## config.mk

```make
export PLATFORM = sky130hd
export DESIGN_NAME = parallel_port_interface_mode0_unit_flat
export DESIGN_NICKNAME = d
export VERILOG_FILES = /design/src/sv/ppi_pkg.sv /design/src/sv/ppi_if.sv /design/src/sv/parallel_port_interface_mode0_unit.sv /design/src/sv/ppi_core.sv /design/src/flat_wrapper.sv
export SDC_FILE = /design/constraint.sdc
export NUM_CORES = 1
export LEC_CHECK = 0
export BUFFER_PORTS_ARGS = -buffer_cell sky130_fd_sc_hd__buf_2
export CELL_PAD_IN_SITES_DETAIL_PLACEMENT = 2
export CELL_PAD_IN_SITES_GLOBAL_PLACEMENT = 2
export CORE_ASPECT_RATIO = 0.5
export CORE_UTILIZATION = 37
export CTS_BUF_LIST = sky130_fd_sc_hd__clkbuf_8 sky130_fd_sc_hd__clkbuf_16
export DETAILED_ROUTE_END_ITERATION = 10
export GPL_TIMING_DRIVEN = 0
export PLACE_DENSITY = 0.86
export SYNTH_ARGS = -nofsm -noshare
export SYNTH_HDL_FRONTEND = slang
export SYNTH_SLANG_ARGS = --single-unit
export TNS_END_PERCENT = 30
```

## constraint.sdc

```tcl
create_clock -name clock -period 2.3 [get_ports clock]
set_input_delay 0.115 -clock clock [delete_from_list [all_inputs] [get_ports clock]]
set_output_delay 0.115 -clock clock [all_outputs]
set_load 0.05 [all_outputs]
```

## src/sv/ppi_pkg.sv

```systemverilog
// Package for the mode 0 parallel port block: access codes, control word bit
// positions, read constants and the item structs shared by the modules.
// No dependencies.
`default_nettype none

package ppi_pkg;

   typedef enum logic {
      ACCESS_READ  = 1'b0,
      ACCESS_WRITE = 1'b1
   } ppi_access_type;

   typedef enum logic [1:0] {
      ADDR_PORT_A  = 2'd0,
      ADDR_PORT_B  = 2'd1,
      ADDR_PORT_C  = 2'd2,
      ADDR_CONTROL = 2'd3
   } ppi_addr_type;

   // Control word bit positions
   localparam int unsigned CTRL_MODE_SET    = 7;
   localparam int unsigned CTRL_GA_MODE_HI  = 6;
   localparam int unsigned CTRL_GA_MODE_LO  = 5;
   localparam int unsigned CTRL_DIR_A       = 4;
   localparam int unsigned CTRL_DIR_C_HIGH  = 3;
   localparam int unsigned CTRL_GB_MODE     = 2;
   localparam int unsigned CTRL_DIR_B       = 1;
   localparam int unsigned CTRL_DIR_C_LOW   = 0;

   localparam logic [7:0] CTRL_READ_FORCE  = 8'h80;
   localparam logic [7:0] PORT_INPUT_READ  = 8'hFF;
   localparam logic [7:0] BSR_BIT_ONE      = 8'h01;

   typedef struct packed {
      logic       mode;
      logic [1:0] address;
      logic [7:0] write_data;
      logic [7:0] port_b_pins;
   } ppi_req_type;

   typedef struct packed {
      logic [7:0] read_data;
      logic [7:0] port_a_level;
      logic       port_a_update;
      logic [3:0] keyboard_row;
      logic       sound_bit;
      logic       port_c_update;
   } ppi_rsp_type;

   // Port directions, 1 means input
   typedef struct packed {
      logic a_input;
      logic b_input;
      logic c_low_input;
      logic c_high_input;
   } ppi_dir_type;

endpackage

`default_nettype wire

```

## src/sv/ppi_if.sv

```systemverilog
// Valid/ready channel interfaces for the parallel port block: the access
// request channel and the result channel. No dependencies.
`default_nettype none

interface ppi_req_if;
   logic       valid;
   logic       ready;
   logic       mode;
   logic [1:0] address;
   logic [7:0] write_data;
   logic [7:0] port_b_pins;

   modport source (output valid, mode, address, write_data, port_b_pins, input ready);
   modport sink   (input valid, mode, address, write_data, port_b_pins, output ready);
endinterface

interface ppi_rsp_if;
   logic       valid;
   logic       ready;
   logic [7:0] read_data;
   logic [7:0] port_a_level;
   logic       port_a_update;
   logic [3:0] keyboard_row;
   logic       sound_bit;
   logic       port_c_update;

   modport source (output valid, read_data, port_a_level, port_a_update, keyboard_row,
                   sound_bit, port_c_update, input ready);
   modport sink   (input valid, read_data, port_a_level, port_a_update, keyboard_row,
                   sound_bit, port_c_update, output ready);
endinterface

`default_nettype wire

```

## src/sv/parallel_port_interface_mode0_unit.sv

```systemverilog
// Requests go through the request register into the result register, one
// access per cycle while rsp_chan.ready is high; the request register
// advances into the result register whenever the result is empty or being
// taken this cycle. Reset: synchronous, active high; clears port latches,
// control word and directions (all outputs); empties both pipeline registers.
// Top level of the mode 0 parallel port. Depends on ppi_pkg, ppi_if, ppi_core.
`default_nettype none

module parallel_port_interface_mode0_unit (
   input  wire logic  clock,
   input  wire logic  reset,
   ppi_req_if.sink    req_chan,
   ppi_rsp_if.source  rsp_chan
);

   logic                 in_valid_ff;
   ppi_pkg::ppi_req_type in_item_ff;
   logic                 out_valid_ff, out_valid_in;
   ppi_pkg::ppi_rsp_type out_item_ff;
   ppi_pkg::ppi_rsp_type result;
   logic                 advance;
   logic                 accept;

   assign advance        = in_valid_ff && (!out_valid_ff || rsp_chan.ready);
   assign req_chan.ready = !in_valid_ff || advance;
   assign accept         = req_chan.valid && req_chan.ready;
   assign out_valid_in   = advance || (out_valid_ff && !rsp_chan.ready);

   always_ff @(posedge clock) begin
      if (reset) begin
         in_valid_ff  <= 1'b0;
         out_valid_ff <= 1'b0;
      end else begin
         if (req_chan.ready) begin
            in_valid_ff <= req_chan.valid;
         end
         out_valid_ff <= out_valid_in;
      end
   end

   // Payload registers: load on accept / advance, no reset needed
   always_ff @(posedge clock) begin
      if (accept) begin
         in_item_ff.mode        <= req_chan.mode;
         in_item_ff.address     <= req_chan.address;
         in_item_ff.write_data  <= req_chan.write_data;
         in_item_ff.port_b_pins <= req_chan.port_b_pins;
      end
      if (advance) begin
         out_item_ff <= result;
      end
   end

   ppi_core u_ppi_core (
      .clock   (clock),
      .reset   (reset),
      .advance (advance),
      .item    (in_item_ff),
      .result  (result)
   );

   assign rsp_chan.valid         = out_valid_ff;
   assign rsp_chan.read_data     = out_item_ff.read_data;
   assign rsp_chan.port_a_level  = out_item_ff.port_a_level;
   assign rsp_chan.port_a_update = out_item_ff.port_a_update;
   assign rsp_chan.keyboard_row  = out_item_ff.keyboard_row;
   assign rsp_chan.sound_bit     = out_item_ff.sound_bit;
   assign rsp_chan.port_c_update = out_item_ff.port_c_update;

endmodule

`default_nettype wire

```

## src/sv/ppi_core.sv

```systemverilog
// Port latches, control word and direction state, with the access decode
// that turns one request item into one result item. Depends on ppi_pkg.
`default_nettype none

module ppi_core (
   input  wire logic                clock,
   input  wire logic                reset,
   input  wire logic                advance,
   input  wire ppi_pkg::ppi_req_type item,
   output ppi_pkg::ppi_rsp_type     result
);

   logic [7:0]           latch_a_ff, latch_a_in;
   logic [7:0]           latch_b_ff, latch_b_in;
   logic [7:0]           latch_c_ff, latch_c_in;
   logic [7:0]           control_ff, control_in;
   ppi_pkg::ppi_dir_type dir_ff, dir_in;

   ppi_pkg::ppi_addr_type addr;
   logic [7:0]            bit_mask;
   logic [7:0]            rd;
   logic                  a_upd;
   logic                  c_upd;

   always_ff @(posedge clock) begin
      if (reset) begin
         latch_a_ff <= '0;
         latch_b_ff <= '0;
         latch_c_ff <= '0;
         control_ff <= '0;
         dir_ff     <= '0;
      end else if (advance) begin
         latch_a_ff <= latch_a_in;
         latch_b_ff <= latch_b_in;
         latch_c_ff <= latch_c_in;
         control_ff <= control_in;
         dir_ff     <= dir_in;
      end
   end

   always_comb begin
      addr       = ppi_pkg::ppi_addr_type'(item.address);
      bit_mask   = 8'd1 << item.write_data[3:1];
      latch_a_in = latch_a_ff;
      latch_b_in = latch_b_ff;
      latch_c_in = latch_c_ff;
      control_in = control_ff;
      dir_in     = dir_ff;
      rd         = '0;
      a_upd      = 1'b0;
      c_upd      = 1'b0;

      if (item.mode == ppi_pkg::ACCESS_WRITE) begin
         unique case (addr)
            ppi_pkg::ADDR_PORT_A: begin
               latch_a_in = item.write_data;
               a_upd      = !dir_ff.a_input;
            end
            ppi_pkg::ADDR_PORT_B: begin
               latch_b_in = item.write_data;
            end
            ppi_pkg::ADDR_PORT_C: begin
               latch_c_in = item.write_data;
               c_upd      = !(dir_ff.c_low_input && dir_ff.c_high_input);
            end
            ppi_pkg::ADDR_CONTROL: begin
               if (item.write_data[ppi_pkg::CTRL_MODE_SET]) begin
                  control_in = item.write_data;
                  // only mode 0 groups take new directions
                  if (!item.write_data[ppi_pkg::CTRL_GA_MODE_HI] &&
                      !item.write_data[ppi_pkg::CTRL_GA_MODE_LO]) begin
                     dir_in.a_input      = item.write_data[ppi_pkg::CTRL_DIR_A];
                     dir_in.c_high_input = item.write_data[ppi_pkg::CTRL_DIR_C_HIGH];
                  end
                  if (!item.write_data[ppi_pkg::CTRL_GB_MODE]) begin
                     dir_in.b_input     = item.write_data[ppi_pkg::CTRL_DIR_B];
                     dir_in.c_low_input = item.write_data[ppi_pkg::CTRL_DIR_C_LOW];
                  end
                  a_upd = 1'b1;
                  c_upd = 1'b1;
               end else begin
                  // bit set/reset on the port C latch
                  if ((item.write_data & ppi_pkg::BSR_BIT_ONE) != '0) begin
                     latch_c_in = latch_c_ff | bit_mask;
                  end else begin
                     latch_c_in = latch_c_ff & ~bit_mask;
                  end
                  c_upd = 1'b1;
               end
            end
         endcase
      end else begin
         unique case (addr)
            ppi_pkg::ADDR_PORT_A:  rd = dir_ff.a_input ? ppi_pkg::PORT_INPUT_READ : latch_a_ff;
            ppi_pkg::ADDR_PORT_B:  rd = dir_ff.b_input ? item.port_b_pins : latch_b_ff;
            ppi_pkg::ADDR_PORT_C:  rd = latch_c_ff;
            ppi_pkg::ADDR_CONTROL: rd = control_ff | ppi_pkg::CTRL_READ_FORCE;
         endcase
      end

      result.read_data     = rd;
      result.port_a_level  = latch_a_in;
      result.port_a_update = a_upd;
      result.keyboard_row  = latch_c_in[3:0];
      result.sound_bit     = latch_c_in[7];
      result.port_c_update = c_upd;
   end

endmodule

`default_nettype wire

```

## src/flat_wrapper.sv

```systemverilog
// flat-port wrapper written by rule: the top's interface ports become plain ports
module parallel_port_interface_mode0_unit_flat 
  (clock, reset, req_chan_valid, req_chan_mode, req_chan_address, req_chan_write_data, req_chan_port_b_pins, req_chan_ready, rsp_chan_valid, rsp_chan_read_data, rsp_chan_port_a_level, rsp_chan_port_a_update, rsp_chan_keyboard_row, rsp_chan_sound_bit, rsp_chan_port_c_update, rsp_chan_ready);
  ppi_req_if req_chan_i ();
  ppi_rsp_if rsp_chan_i ();
  input  wire logic clock;
  input  wire logic reset;
  input wire logic [$bits(req_chan_i.valid)-1:0] req_chan_valid;
  input wire logic [$bits(req_chan_i.mode)-1:0] req_chan_mode;
  input wire logic [$bits(req_chan_i.address)-1:0] req_chan_address;
  input wire logic [$bits(req_chan_i.write_data)-1:0] req_chan_write_data;
  input wire logic [$bits(req_chan_i.port_b_pins)-1:0] req_chan_port_b_pins;
  output wire logic [$bits(req_chan_i.ready)-1:0] req_chan_ready;
  output wire logic [$bits(rsp_chan_i.valid)-1:0] rsp_chan_valid;
  output wire logic [$bits(rsp_chan_i.read_data)-1:0] rsp_chan_read_data;
  output wire logic [$bits(rsp_chan_i.port_a_level)-1:0] rsp_chan_port_a_level;
  output wire logic [$bits(rsp_chan_i.port_a_update)-1:0] rsp_chan_port_a_update;
  output wire logic [$bits(rsp_chan_i.keyboard_row)-1:0] rsp_chan_keyboard_row;
  output wire logic [$bits(rsp_chan_i.sound_bit)-1:0] rsp_chan_sound_bit;
  output wire logic [$bits(rsp_chan_i.port_c_update)-1:0] rsp_chan_port_c_update;
  input wire logic [$bits(rsp_chan_i.ready)-1:0] rsp_chan_ready;
  assign req_chan_i.valid = req_chan_valid;
  assign req_chan_i.mode = req_chan_mode;
  assign req_chan_i.address = req_chan_address;
  assign req_chan_i.write_data = req_chan_write_data;
  assign req_chan_i.port_b_pins = req_chan_port_b_pins;
  assign req_chan_ready = req_chan_i.ready;
  assign rsp_chan_valid = rsp_chan_i.valid;
  assign rsp_chan_read_data = rsp_chan_i.read_data;
  assign rsp_chan_port_a_level = rsp_chan_i.port_a_level;
  assign rsp_chan_port_a_update = rsp_chan_i.port_a_update;
  assign rsp_chan_keyboard_row = rsp_chan_i.keyboard_row;
  assign rsp_chan_sound_bit = rsp_chan_i.sound_bit;
  assign rsp_chan_port_c_update = rsp_chan_i.port_c_update;
  assign rsp_chan_i.ready = rsp_chan_ready;
  parallel_port_interface_mode0_unit u_core (.clock(clock), .reset(reset), .req_chan(req_chan_i), .rsp_chan(rsp_chan_i));
endmodule
```

## After elaboration in Yosys (flattened, before gate mapping)

Index checks and enable logic that the tools add are counted.
Widths: inputs -> output; s select.

- Flip-flop bits (word level): 79
- Logic and storage cells: 64

- Shift-type cells: 1
- Reductions and logical operators: 22
- Muxes and demuxes: 12
- Eq/ne operators: 4
- Bitwise logic cells: 4

Operator list:

| kind | count |
|---|---|
| $mux 8 | 7 |
| $pmux 8 s4 | 1 |
| $pmux 8 s2 | 1 |
| $reduce_and 5->1 | 2 |
| $and 8x8->8 | 1 |
| $not 8->8 | 1 |
| $or 8x8->8 | 1 |
| $reduce_and 4->1 | 2 |
| $shl 1x3->8 const A | 1 |
| $logic_not 1->1 | 7 |
| $logic_and 1x1->1 | 5 |
| $eq 2x2->1 const B | 2 |
| $pmux 1 s2 | 2 |
| $logic_or 1x1->1 | 3 |
| $reduce_and 3->1 | 1 |
| $eq 2x1->1 const B | 1 |
| $logic_not 2->1 | 1 |
| $ne 2x2->1 const B | 1 |
| $reduce_bool 2->1 | 1 |
| $mux 1 | 1 |
| $not 1->1 | 1 |

## Logic depth before layout (Yosys ltp)

- Word-level depth: 7
- Mapped depth: 8
- Mapped depth without buffers: 6

## Cells and area by module

Synthesis repeated with hierarchy kept, for this count alone.

- Cells, all modules: 333
- Area total of the unflattened synthesis: 3539.6 µm²

By module, submodules not included:

| module | cells an instance | seq. area each (µm²) | area each (µm²) | instances |
|---|---|---|---|---|
| ppi_core | 281 | 700.7 | 2174.6 | 1 |
| parallel_port_interface_mode0_unit | 52 | 1301.2 | 1365.1 | 1 |

## Worst setup path after synthesis

OpenSTA, ideal clock, no wires.

- Kind: reg-to-reg
- Start point: register u_core.out_valid_ff, in the netlist u_core.rsp_chan.valid
- End point: register u_core.in_item_ff[0] (netlist bit) (enable)
- Setup slack: 136 ps
- Required time: 1923 ps
- Arrival time: 1786 ps
- Path buffers: 1
- Library setup time: 377 ps
- Cell stages (with the launch flop): 5
- Period minus slack after synthesis: 2164 ps
- Cell sequence: dfxtp_1 -> nor2b_1 -> buf_2 -> nand2_1 -> and2_1

- Longest elaborated chain between the ends: 5

RTL lines:

| element | RTL line | source |
|---|---|---|
| start: declaration | parallel_port_interface_mode0_unit.sv:18 | `logic out_valid_ff, out_valid_in;` |
| start signal: assignment | parallel_port_interface_mode0_unit.sv:37 | `out_valid_ff <= out_valid_in;` |
| $logic_not 1->1 | parallel_port_interface_mode0_unit.sv:24 | `assign advance = in_valid_ff && (!out_valid_ff \|\| rsp_chan.ready);` |
| $logic_or 1x1->1 | parallel_port_interface_mode0_unit.sv:24 |  |
| $logic_and 1x1->1 | parallel_port_interface_mode0_unit.sv:24 |  |
| $logic_or 1x1->1 | parallel_port_interface_mode0_unit.sv:25 | `assign req_chan.ready = !in_valid_ff \|\| advance;` |
| named net req_chan_ready | flat_wrapper.sv:13 | `output wire logic [$bits(req_chan_i.ready)-1:0] req_chan_ready;` |
| $logic_and 1x1->1 | parallel_port_interface_mode0_unit.sv:26 | `assign accept = req_chan.valid && req_chan.ready;` |
| named net u_core.accept | parallel_port_interface_mode0_unit.sv:22 | `logic accept;` |
| end: declaration | parallel_port_interface_mode0_unit.sv:17 | `ppi_pkg::ppi_req_type in_item_ff;` |

The timed path passes the listed nets, and every way through them passes these cells.
A chain may end at the register's enable or synchronous reset.

## Worst setup path after layout

- Start point: register u_core.in_item_ff[17] (netlist bit)
- End point: register u_core.out_item_ff, in the netlist u_core.rsp_chan.read_data[5], data pin

- Longest elaborated chain between the ends: 2

RTL lines:

| element | RTL line | source |
|---|---|---|
| $eq 2x2->1 (tied with other cells) | ppi_core.sv:93 | `unique case (addr)` |
| $pmux 8 s4 (*) | ppi_core.sv:93 |  |
| end signal: assignment | parallel_port_interface_mode0_unit.sv:50 | `out_item_ff <= result;` |
| end: declaration | parallel_port_interface_mode0_unit.sv:19 | `ppi_pkg::ppi_rsp_type out_item_ff;` |

Every way passes the cells marked *; elsewhere a longest branch is shown, timed or not.

==> results.yml <==
run_status:
  outcome: "finished, violations left"
  violations: "design-rule violations"
pwr:
  powerDensity_nw_per_um2: 805
  vdd_drop_max_mv: 0.395
  p_leak_uw: 0.00169
cts:
  clk_pin_slew_ns: 0.07
  clock_path_buffers: 2
  cts_buffers: 9
  cts_setup_buffers: 0
  clock-sinks: 79
  cts_max_level: 3
  clk_latency_ns: 0.35
  cts_tree: "built"
  cts_root_buf: "clkbuf_16"
detailed_routing:
  wl_microns: 13500
  drt_first_pass_iters: 8
  drtAntennaViolNets: 0
  avgViaCountPerCell: 5.87
  vias: 2956
  post-route-drc-count: 10
  drt_iter0_markers: 270
  wl_per_cell_microns: 26.7
worst_setup_path:
  worst_setup_path_end_kind: "flop"
  worstPathMaxFanout: 9
  cp.depth: 7
  regToRegSetupSlack_ns: 0.03
  required_ns: 2.36
  cpPeakStageDelay_ns: 0.46
  cp_common_cell: "clkbuf_1"
  r2r-start: "u_core.in_item_ff[17]"
  worst-r2r-cell-count: 7
  cp-start-kind: "flop"
  critPathSlowestCell: "edfxtp_1"
  crit_start: "u_core.in_item_ff[17]"
  rr_endpoint: "u_core.rsp_chan.read_data[5]"
  path_delay_family: "buffers and inverters"
  cp-endpoint: "u_core.rsp_chan.read_data[5]"
  crit_type: "reg -> reg"
  worst-path-buf-inv: 3
  crit_arrival_ns: 2.33
  crit_chain: "inv_1, ha_1, clkbuf_1, nand2b_1, clkbuf_1, nor2_1, nor3_1"
global_route:
  grt_pass1_wl_microns: 20200
  grt_start_max_net_pins: 33
  grt_pass1_vias: 3252
  globalRouteOverflowTotal: 0
  grt.total_usage_pct: 29.3
  antenna_found_initial: 0
placement:
  place_hpwl_microns: 8010
  place_congestion: 0.889
  io_buffer_count: 46
  dp_cells: 471
timing:
  worst_pin_slew_ns: 0.998
  fin_crit_ns: 2.27
  fin_skew_ns: 0.0123
  hold_viol: 0
  relSlewSlack_pct: 33.4
  setup_viol: 0
  fin_crit_sh_pct: 98.7
  grt_setup_unrepaired: "no"
  fin_tns_setup_ns: 0
  report.final.slew_viol_count: 0
  clock.fmax_mhz: 441
yosys:
  synthesis.area_sq_um: 3450
  syn_area_per_cell_sq_um: 11.2
  synth_cell_types: 43
  synth_seq_cells: 79
  yosys_warnings: 0
  synth-seq-area-share_pct: 58.0
  syn_inst: 308
  synth_fp_nets: 336
final_layout:
  syn_to_final_growth_pct: 26.2
  nFillCells: 899
  final_cell_mix: "buf_2, edfxtp_1, nor2_1, dfxtp_1, nand2_1"
  drive_above_1_share_pct: 22.7
  instances_no_fill: 504
  nets: 412
  num_antenna_cells: 0
  layout_commonest_cell: "buf_2"
hold_path:
  hp-class: "in -> reg"
die:
  die_h_microns: 70.3
  core_sq_um: 8890
  die_x_microns: 139
  dieArea_sq_um: 9750
  row_count: 24
  initial_core_util_pct: 38.9
  ios: 48
run:
  cap_violations: 0
[worst min-delay path, stage by stage]
cell     delay [ns]
buf_2          0.08
a21oi_1        0.03
nor2_1         0.07
[sequential cells by signal, indices dropped and copies added, names as in the netlist, 4 cells and up]
signal                        flops
u_core.in_item_ff                19
u_core.rsp_chan.keyboard_row      4
u_core.rsp_chan.port_a_level      8
u_core.rsp_chan.read_data         8
u_core.u_ppi_core.control_ff      7
u_core.u_ppi_core.dir_ff          4
u_core.u_ppi_core.latch_a_ff      8
u_core.u_ppi_core.latch_b_ff      8
u_core.u_ppi_core.latch_c_ff      8
[logic make-up after synthesis]
logic type | synth area share (%)
and+or+nand+nor | 16.2
DFF | 58.0
AOI/OAI and AO/OA | 9.49
muxes | 11.7
buffers and inverters | 2.83
adders and majority gates | 1.81
[synth_stat cells, drive strengths merged]
cell | number | share of area, %
a211o | 1 | 0.25
a211oi | 1 | 0.22
a21oi | 22 | 3.2
a221o | 7 | 2.0
a221oi | 3 | 0.76
a22oi | 1 | 0.22
a311o | 1 | 0.29
a311oi | 2 | 0.51
a31oi | 1 | 0.18
and2 | 4 | 0.72
and3b | 1 | 0.25
and4 | 1 | 0.25
buf | 6 | 0.76
clkbuf | 14 | 1.5
dfxtp | 37 | 21
edfxtp | 42 | 37
ha | 5 | 1.8
inv | 5 | 0.54
mux2 | 19 | 6.2
mux2i | 19 | 5.5
nand2 | 32 | 3.5
nand2b | 5 | 0.91
nand3 | 3 | 0.43
nand3b | 4 | 0.87
nand4b | 1 | 0.25
nand4bb | 1 | 0.33
nor2 | 39 | 4.2
nor2b | 3 | 0.54
nor3 | 14 | 2.4
nor3b | 1 | 0.22
nor4 | 2 | 0.54
o211ai | 1 | 0.22
o21a | 2 | 0.43
o21ai | 1 | 0.14
o311a | 1 | 0.29
o31ai | 1 | 0.22
o32a | 1 | 0.29
o41ai | 1 | 0.25
or4 | 1 | 0.22
or4b | 2 | 0.58
[worst min path at each step]
stage | startpoint | end | slack [ns] | cells past startpoint
final | req_chan_valid | u_core.in_valid_ff | 0.002 | 3
after CTS | req_chan_valid | u_core.in_valid_ff | 0.006 | 3
after floorplan | req_chan_port_b_pins[0] | u_core.in_item_ff[0] | 0.21 | 0
after detailed placement | req_chan_write_data[2] | u_core.in_item_ff[10] | 0.29 | 1
after global routing | req_chan_valid | u_core.in_valid_ff | 0.03 | 3
after global placement | req_chan_address[1] | u_core.in_item_ff[17] | 0.29 | 1
[layout make-up]
type / instances / area (sq um) / area share [%]
plain buffers: 20 / 87.6 / 2.01
clock buffers: 10 / 239 / 5.48
clock inverters: 4 / 71.3 / 1.64
inverters: 5 / 18.8 / 0.431
multi-input cells: 204 / 1370 / 31.5
flip-flops and latches: 79 / 2000 / 45.9
well taps: 117 / 146 / 3.36
repair buffers: 65 / 420 / 9.65
[per-layer routing]
metal,global-route usage [%],up-vias,share of wire (%)
met4,18.5,0,4.1
met5,0,-,0
li1,-,1271,-
met3,7.89,47,6.6
met1,34.0,1484,41
met2,48.8,154,48
[report_power, final]
group          switching (uW)  internal, uW  total [uW]
Clock                     592           965        1560
Combinational             255           113         368
Sequential               40.8          1540        1580
[what timing repair did]
item,in CTS,in global routing
hold buffers,19,0
cloned,0,0
endpoints found under the setup margin,11,11
endpoints found under the hold margin,19,0
resized for setup,2,7
[per-stage QoR]
step                      total power (uW)  utilization, %  hold slack, ns  worst slack (ns)  cell area, sq um
after floorplan                       1810               -           0.214             0.136              3450
after global placement                1900            43.1           0.292            -0.136              3830
after detailed placement              1930            43.1           0.294           -0.0557              3830
after CTS                             3470            48.8         0.00580             0.112              4340
after global routing                  3580            49.0          0.0280           0.00316              4360
final                                 3510            49.0         0.00244            0.0306              4360
No activity file was read; power rests on OpenSTA's default activity.
